$ cat config.mk
export PLATFORM = sky130hd
export DESIGN_NAME = motion_sensor_event_qualifier
export DESIGN_NICKNAME = d
export VERILOG_FILES = /design/src/hdl/msq_pkg.sv /design/src/hdl/msq_core.sv /design/src/hdl/motion_sensor_event_qualifier.sv
export SDC_FILE = /design/constraint.sdc
export NUM_CORES = 1
export LEC_CHECK = 0
export CAP_MARGIN = 20
export CORE_UTILIZATION = 30
export CTS_BUF_LIST = sky130_fd_sc_hd__clkbuf_8 sky130_fd_sc_hd__clkbuf_16
export DETAILED_ROUTE_END_ITERATION = 7
export DONT_BUFFER_PORTS = 1
export SYNTH_ARGS = -nofsm -noshare
export SYNTH_HDL_FRONTEND = slang
export SYNTH_SLANG_ARGS = --single-unit
$ cat constraint.sdc
create_clock -name clk -period 7.75 [get_ports clk]
set_input_delay 1.55 -clock clk [delete_from_list [all_inputs] [get_ports clk]]
set_output_delay 1.55 -clock clk [all_outputs]
set_load 0.01 [all_outputs]
$ cat src/hdl/msq_pkg.sv
// shared constants and types for the motion sensor event qualifier
// no dependencies; imported by msq_core, motion_sensor_event_qualifier and the testbench
`timescale 1ns / 1ps
`default_nettype none

package msq_pkg;

  localparam int TIME_WIDTH  = 48;
  localparam int COUNT_WIDTH = 32;
  localparam int MS_WIDTH    = 32;
  localparam int CMP_WIDTH   = (TIME_WIDTH > MS_WIDTH) ? TIME_WIDTH : MS_WIDTH;

  localparam int CFG_INDEX_WIDTH = 2;
  localparam int CFG_DATA_WIDTH  = 48;

  localparam logic [CFG_INDEX_WIDTH-1:0] REG_ACTIVE_POLARITY = 2'd0;
  localparam logic [CFG_INDEX_WIDTH-1:0] REG_START_TIME      = 2'd1;
  localparam logic [CFG_INDEX_WIDTH-1:0] REG_WARMUP_MS       = 2'd2;
  localparam logic [CFG_INDEX_WIDTH-1:0] REG_HOLDOFF_MS      = 2'd3;

  localparam int IN_DATA_WIDTH  = 56;
  localparam int OUT_DATA_WIDTH = 88;

  typedef struct packed {
    logic                  active_polarity;
    logic [TIME_WIDTH-1:0] start_time;
    logic [MS_WIDTH-1:0]   warmup_ms;
    logic [MS_WIDTH-1:0]   holdoff_ms;
  } msq_cfg_t;

  typedef struct packed {
    logic                   seen_first;
    logic                   warmed_up;
    logic                   prev_active;
    logic [COUNT_WIDTH-1:0] events_seen;
    logic [TIME_WIDTH-1:0]  last_fire_time;
  } msq_state_t;

endpackage

`default_nettype wire

$ cat src/hdl/msq_core.sv
// next-state and result logic for one detector sample
// depends on msq_pkg
`timescale 1ns / 1ps
`default_nettype none

module msq_core (
  input  msq_pkg::msq_cfg_t                 cfg,
  input  msq_pkg::msq_state_t               state,
  input  logic [msq_pkg::TIME_WIDTH-1:0]    sample_time,
  input  logic                              raw_bit,
  output msq_pkg::msq_state_t               state_nxt,
  output logic                              event_fired
);
  import msq_pkg::*;

  logic                   active;
  logic                   started;
  logic [TIME_WIDTH-1:0]  since_start;
  logic [TIME_WIDTH-1:0]  since_fire;
  logic                   in_warmup;
  logic                   in_holdoff;
  logic                   prev_eff;
  logic                   count_max;

  assign active      = (raw_bit == cfg.active_polarity);
  assign started     = (sample_time >= cfg.start_time);
  assign since_start = sample_time - cfg.start_time;
  assign since_fire  = sample_time - state.last_fire_time;
  assign in_warmup   = CMP_WIDTH'(since_start) < CMP_WIDTH'(cfg.warmup_ms);
  assign in_holdoff  = (state.events_seen != '0) &&
                       (CMP_WIDTH'(since_fire) < CMP_WIDTH'(cfg.holdoff_ms));
  assign prev_eff    = state.seen_first ? state.prev_active : active;
  assign count_max   = &state.events_seen;

  always_comb begin
    state_nxt   = state;
    event_fired = 1'b0;
    if (started) begin
      state_nxt.seen_first  = 1'b1;
      state_nxt.prev_active = prev_eff;
      if (in_warmup) begin
        state_nxt.prev_active = active;
      end else if (!state.warmed_up) begin
        state_nxt.warmed_up   = 1'b1;
        state_nxt.prev_active = active;
      end else if (!active) begin
        state_nxt.prev_active = 1'b0;
      end else if (!prev_eff) begin
        state_nxt.prev_active = 1'b1;
        if (!in_holdoff) begin
          event_fired              = 1'b1;
          state_nxt.last_fire_time = sample_time;
          if (!count_max) begin
            state_nxt.events_seen = state.events_seen + COUNT_WIDTH'(1);
          end
        end
      end
    end
  end

endmodule

`default_nettype wire

$ cat src/hdl/motion_sensor_event_qualifier.sv
// top level of the motion sensor event qualifier: ports, config registers, pipeline
// depends on msq_pkg and msq_core
`timescale 1ns / 1ps
`default_nettype none

// Qualifies timestamped one-bit motion detector samples into motion events. Every
// accepted item yields exactly one result item, via an input register that feeds the
// qualify logic and a result register; the qualifier state updates in the same cycle
// the result register loads. A new item can be accepted every clock while the result
// register is free; while a result waits on out_tready, the input register holds at
// most one more item and in_tready then drops. Configuration writes are always
// accepted and are meant to be issued only while no item is in flight.

module motion_sensor_event_qualifier (
  input  logic                                  clk,
  input  logic                                  rst_n,
  input  logic                                  in_tvalid,
  output logic                                  in_tready,
  // [47:0] sample_time, [48] raw_bit, [55:49] zero
  input  logic [msq_pkg::IN_DATA_WIDTH-1:0]     in_tdata,
  output logic                                  out_tvalid,
  input  logic                                  out_tready,
  // [0] event_fired, [1] is_stable, [49:2] event_time, [81:50] event_total, [87:82] zero
  output logic [msq_pkg::OUT_DATA_WIDTH-1:0]    out_tdata,
  input  logic                                  cfg_valid,
  output logic                                  cfg_ready,
  input  logic [msq_pkg::CFG_INDEX_WIDTH-1:0]   cfg_index,
  input  logic [msq_pkg::CFG_DATA_WIDTH-1:0]    cfg_data
);
  import msq_pkg::*;

  localparam int OUT_PAD = OUT_DATA_WIDTH - 2 - TIME_WIDTH - COUNT_WIDTH;

  msq_cfg_t               cfg_r;
  msq_state_t             state_r;
  msq_state_t             state_nxt;
  logic                   in_v_r;
  logic [TIME_WIDTH-1:0]  time_r;
  logic                   raw_r;
  logic                   out_v_r;
  logic [OUT_DATA_WIDTH-1:0] out_data_r;
  logic                   fired;
  logic                   out_free;
  logic                   advance;

  assign cfg_ready  = 1'b1;
  assign out_free   = !out_v_r || out_tready;
  assign advance    = in_v_r && out_free;
  assign in_tready  = !in_v_r || out_free;
  assign out_tvalid = out_v_r;
  assign out_tdata  = out_data_r;

  // config registers
  always_ff @(posedge clk) begin
    if (!rst_n) begin
      cfg_r.active_polarity <= 1'b1;
      cfg_r.start_time      <= '0;
      cfg_r.warmup_ms       <= '0;
      cfg_r.holdoff_ms      <= '0;
    end else if (cfg_valid && cfg_ready) begin
      case (cfg_index)
        REG_ACTIVE_POLARITY: cfg_r.active_polarity <= cfg_data[0];
        REG_START_TIME:      cfg_r.start_time      <= cfg_data[TIME_WIDTH-1:0];
        REG_WARMUP_MS:       cfg_r.warmup_ms       <= cfg_data[MS_WIDTH-1:0];
        REG_HOLDOFF_MS:      cfg_r.holdoff_ms      <= cfg_data[MS_WIDTH-1:0];
        default: ;
      endcase
    end
  end

  // input register
  always_ff @(posedge clk) begin
    if (!rst_n) begin
      in_v_r <= 1'b0;
    end else if (in_tready) begin
      in_v_r <= in_tvalid;
    end
  end

  always_ff @(posedge clk) begin
    if (in_tvalid && in_tready) begin
      time_r <= in_tdata[TIME_WIDTH-1:0];
      raw_r  <= in_tdata[TIME_WIDTH];
    end
  end

  msq_core u_core (
    .cfg         (cfg_r),
    .state       (state_r),
    .sample_time (time_r),
    .raw_bit     (raw_r),
    .state_nxt   (state_nxt),
    .event_fired (fired)
  );

  // qualifier state
  always_ff @(posedge clk) begin
    if (!rst_n) begin
      state_r <= '0;
    end else if (advance) begin
      state_r <= state_nxt;
    end
  end

  // result register
  always_ff @(posedge clk) begin
    if (!rst_n) begin
      out_v_r <= 1'b0;
    end else if (out_free) begin
      out_v_r <= in_v_r;
    end
  end

  always_ff @(posedge clk) begin
    if (advance) begin
      out_data_r <= {{OUT_PAD{1'b0}}, state_nxt.events_seen, state_nxt.last_fire_time,
                     state_nxt.warmed_up, fired};
    end
  end

endmodule

`default_nettype wire

==> qor.csv <==
stage;metric;value;unit
synth;Synth async-reset ratio;0;%
placed_design;Place WS;438;ps
detailed_routing;number of remaining DRC errors;0;
die;Die Height;271;um
sta;Fin Setup TNS;0;ps
sta;final setup vio count;0;
detailed_routing;Pre-Repair DR Iteration Count;5;
flow_run;Max-Cap Viols;0;
pwr;Sw Ratio;28.0;%
setup_path;Required @ worst endpoint;8050;ps
cts;number of buffers created by CTS;41;
setup_path;R2R Path Start;time_r[11];
pwr;pwr dens;188;nW/um^2
cts;CTS tree;built;
setup_path;FF-to-FF End;out_tdata[35];
detailed_routing;WL per Instance;19.1;um
pwr;Comb power frac;15.0;%
cts;clk sinks;329;
detailed_routing;via count;18000;
cells_and_area;area of the multi-input gates;12600;sq um
setup_path;Critical Path End Type;register;
cells_and_area;share of cells above drive strength 1;6.52;%
setup_path;largest delay contributor family on the critical path;simple AND/OR/NAND/NOR gates;
hold_path;Hold Crit Depth;2;
die;core area;71600;sq um
status;outcome;completed;
setup_path;flop-to-flop setup slack;440;ps
sta;Rel. slew slack;41.1;%
placed_design;Post-DP HPWL;50300;um
synth;synthesized area;21700;sq um
sta;Max Fclk;137;MHz
synth;average cell area after synthesis;8.48;sq um
hold_path;hold worst-path end;state_r[82];
global_routing;initial antenna violation count;3;
synth;Most used DFF post-synth;dfxtp_1;
sta;Layout Skew;26.3;ps
sta;setup ws final;441;ps
die;initial core utilization;30.4;%
setup_path;startpoint types;register;
sta;Worst-Margin Slew;884;ps
sta;fin. max-slew vios;0;
placed_design;# placed instances;3403;
pwr;Pint;0.00325;W
global_routing;Overflow after GRT;0;
cells_and_area;post-route insts no fill;3481;
cells_and_area;Seq. cell area;7900;sq um
setup_path;Buf+Inv Stages, Crit Path;1;
detailed_routing;Detailed Route WL;66400;um
global_routing;GR Util All Layers;17.5;%
sta;fin crit share;94.3;%
die;io pins;202;
setup_path;crit-path max FO;28;
sta;unrepaired setup endpoints after global routing;no;
die;std cell rows;98;
synth;Yosys reg bits;329;
hold_path;worst hold start;state_r[82];
pwr;NetSw;0.00126;W
pwr;Max IR drop VDD;0.000159;V
setup_path;delay of the slowest critical-path stage;540;ps
cts;CTS H-tree depth;2;
die;Die Wd;271;um
cts;CTS root buffer;clkbuf_16;
cells_and_area;most frequent cells in the layout;497 x nand2_1, 198 x dfxtp_1, 190 x inv_1;
global_routing;largest net degree at the start of global routing;276;
detailed_routing;number of vias per cell;5.18;
setup_path;CP max stage cell;or4_4;
cells_and_area;FILL cells;7518;
pwr;Leak;8.32;nW
sta;final-report hold violation count;0;
setup_path;Reg2Reg Depth;23;
synth;Mapped Cells;2565;
synth;sequential fraction of the synthesis area;36.3;%
pwr;clock network power share;42.3;%
setup_path;CP Class;reg -> reg;
cts;Worst-Skew Late Latency;580;ps
cts;CTS max path bufs;3;
placed_design;number of port buffers;0;
detailed_routing;antenna viol nets, final;0;
synth;Synth Warn #;0;
synth;Yosys cell types;84;
hold_path;Hold Crit Class;reg -> reg;
die;Total Die Area;73500;sq um
placed_design;routability congestion estimate;0.930;
setup_path;Worst Path Arrival;7610;ps
synth;EDFF count, synth;131;
cells_and_area;Area Growth Syn to Fin;10.1;%
sta;fin crit period;7310;ps
global_routing;number of global-route vias before repair;17300;
setup_path;Critical Path, Cell by Cell;ha_1, a21oi_1, nand2_1, a221oi_1, a21o_1, and2_1, o21bai_1, a21oi_1, o21ai_0, xor2_1, ha_1, a21oi_1, nor2b_1, o21ai_0, o21ai_0, or4_1, or4_1, or4_1, or4_4, nor3_4, or2b_2, buf_4, mux2_2;
cells_and_area;nets;2769;
setup_path;Critical Path Stages;23;
cells_and_area;commonest non-fill, non-tap cell in the layout;nand2_1;
cts;Clk pin slew, worst setup/hold paths;60;ps
pwr;Sequential Power Share;42.7;%
global_routing;first-pass GRT wire length;101000;um
detailed_routing;violation count after the first detailed-route iteration;1258;
-- cells in the mapped netlist (11+ instances only) --
cell type | number | area (sq um)
nand4_1 | 62 | 388
o21a_1 | 30 | 225
o31ai_1 | 13 | 97.6
nor2b_1 | 15 | 93.8
mux2_2 | 40 | 450
o211ai_1 | 19 | 143
xor2_1 | 54 | 473
and2_1 | 11 | 68.8
nand2_1 | 497 | 1870
inv_1 | 185 | 694
buf_2 | 21 | 105
clkbuf_1 | 103 | 387
a21boi_0 | 119 | 893
xnor2_1 | 44 | 385
dfxtp_1 | 198 | 3960
edfxtp_1 | 131 | 3930
ha_1 | 159 | 1990
nand3_1 | 54 | 270
nand2b_1 | 32 | 200
nor4_1 | 42 | 263
buf_4 | 13 | 97.6
or3_1 | 15 | 93.8
mux2i_1 | 82 | 821
or4_1 | 23 | 173
o21ai_0 | 71 | 355
a21oi_1 | 136 | 681
nor3_1 | 58 | 290
nor2_1 | 98 | 368
a21o_1 | 43 | 323
and3_1 | 17 | 106
-- worst reg2reg max path: cells and delay by family (launching register included) --
family,cells,cell delay (ps)
buffers and inverters,1,390
flip-flops,1,460
adder cells (fa/ha/maj),2,730
AND/OR/NAND/NOR,9,2710
multiplexers,1,430
AO/OA/AOI/OAI,9,2170
XOR/XNOR,1,170
-- cells by family (layout without fill, tap and decap cells) --
| logic type | Yosys count | in the layout | synth area share [%] |
|---|---|---|---|
| AOI/OAI and AO/OA | 551 | 551 | 17.2 |
| xor gates and xnor gates | 98 | 98 | 3.95 |
| adders and majority gates | 161 | 161 | 9.34 |
| buffers and inverters | 326 | 285 | 6.04 |
| DFF | 329 | 329 | 36.3 |
| muxes | 131 | 131 | 6.31 |
| other | 2 | 9 | 0.0345 |
| and+or+nand+nor | 967 | 967 | 20.8 |
-- stage by stage --
step	utilization, %	instance area, sq um	hold slack (ps)	power [W]
floorplan	-	21800	436	0.00245
global placement	31.5	22600	446	0.00263
detailed placement	31.5	22600	451	0.00263
CTS	33.4	23900	461	0.00456
global route	33.4	23900	481	0.00471
finish	33.4	23900	458	0.00451
-- power groups by stage --
| stage | clock network [W] | logic, W | registers (W) |
|---|---|---|---|
| floorplan | 0 | 0.000521 | 0.00193 |
| global placement | 0 | 0.000667 | 0.00196 |
| detailed placement | 0 | 0.000668 | 0.00196 |
| CTS | 0.00197 | 0.000673 | 0.00192 |
| global route | 0.00202 | 0.000758 | 0.00193 |
| finish | 0.00191 | 0.000677 | 0.00192 |
-- registers in the layout, indices dropped and copies added, names as in the netlist --
signal      count
in_v_r          1
out_tdata      82
out_tvalid      1
raw_r           1
state_r        83
cfg_r         113
time_r         48
-- what timing repair did --
action	CTS	global route
setup buffers	0	0
resized for setup	0	1
hold endpoints to repair	0	0
endpoints found under the setup margin	0	25
hold buffers	0	0
-- layout make-up --
cell class,count,share of cell area [%]
repair buffers,25,0.941
clock buffers,49,4.79
inverters,185,2.91
flip-flops and latches,329,33.0
multi-input cells,1915,52.5
well taps,950,4.96
clock inverters,26,0.857
diodes,2,0.0209
-- metal layers --
metal / vias up / share of wire, % / GRT usage, %
li1: 8966 / - / -
met1: 8561 / 46 / 23.0
met2: 396 / 46 / 29.0
met3: 104 / 5.2 / 3.47
met4: 0 / 2.7 / 5.20
met5: - / 0 / 0
-- how the worst max path moves through the flow --
stage,slack (ps),from,endpoint
floorplan,1540,time_r[9],out_tdata[3]
detailed placement,440,time_r[12],out_tdata[28]
finish,440,time_r[11],out_tdata[35]
global route,60,time_r[11],out_tdata[40]
global placement,550,time_r[9],out_tdata[28]
CTS,430,time_r[6],out_tdata[35]
No activity file was read; power rests on OpenSTA's default activity.
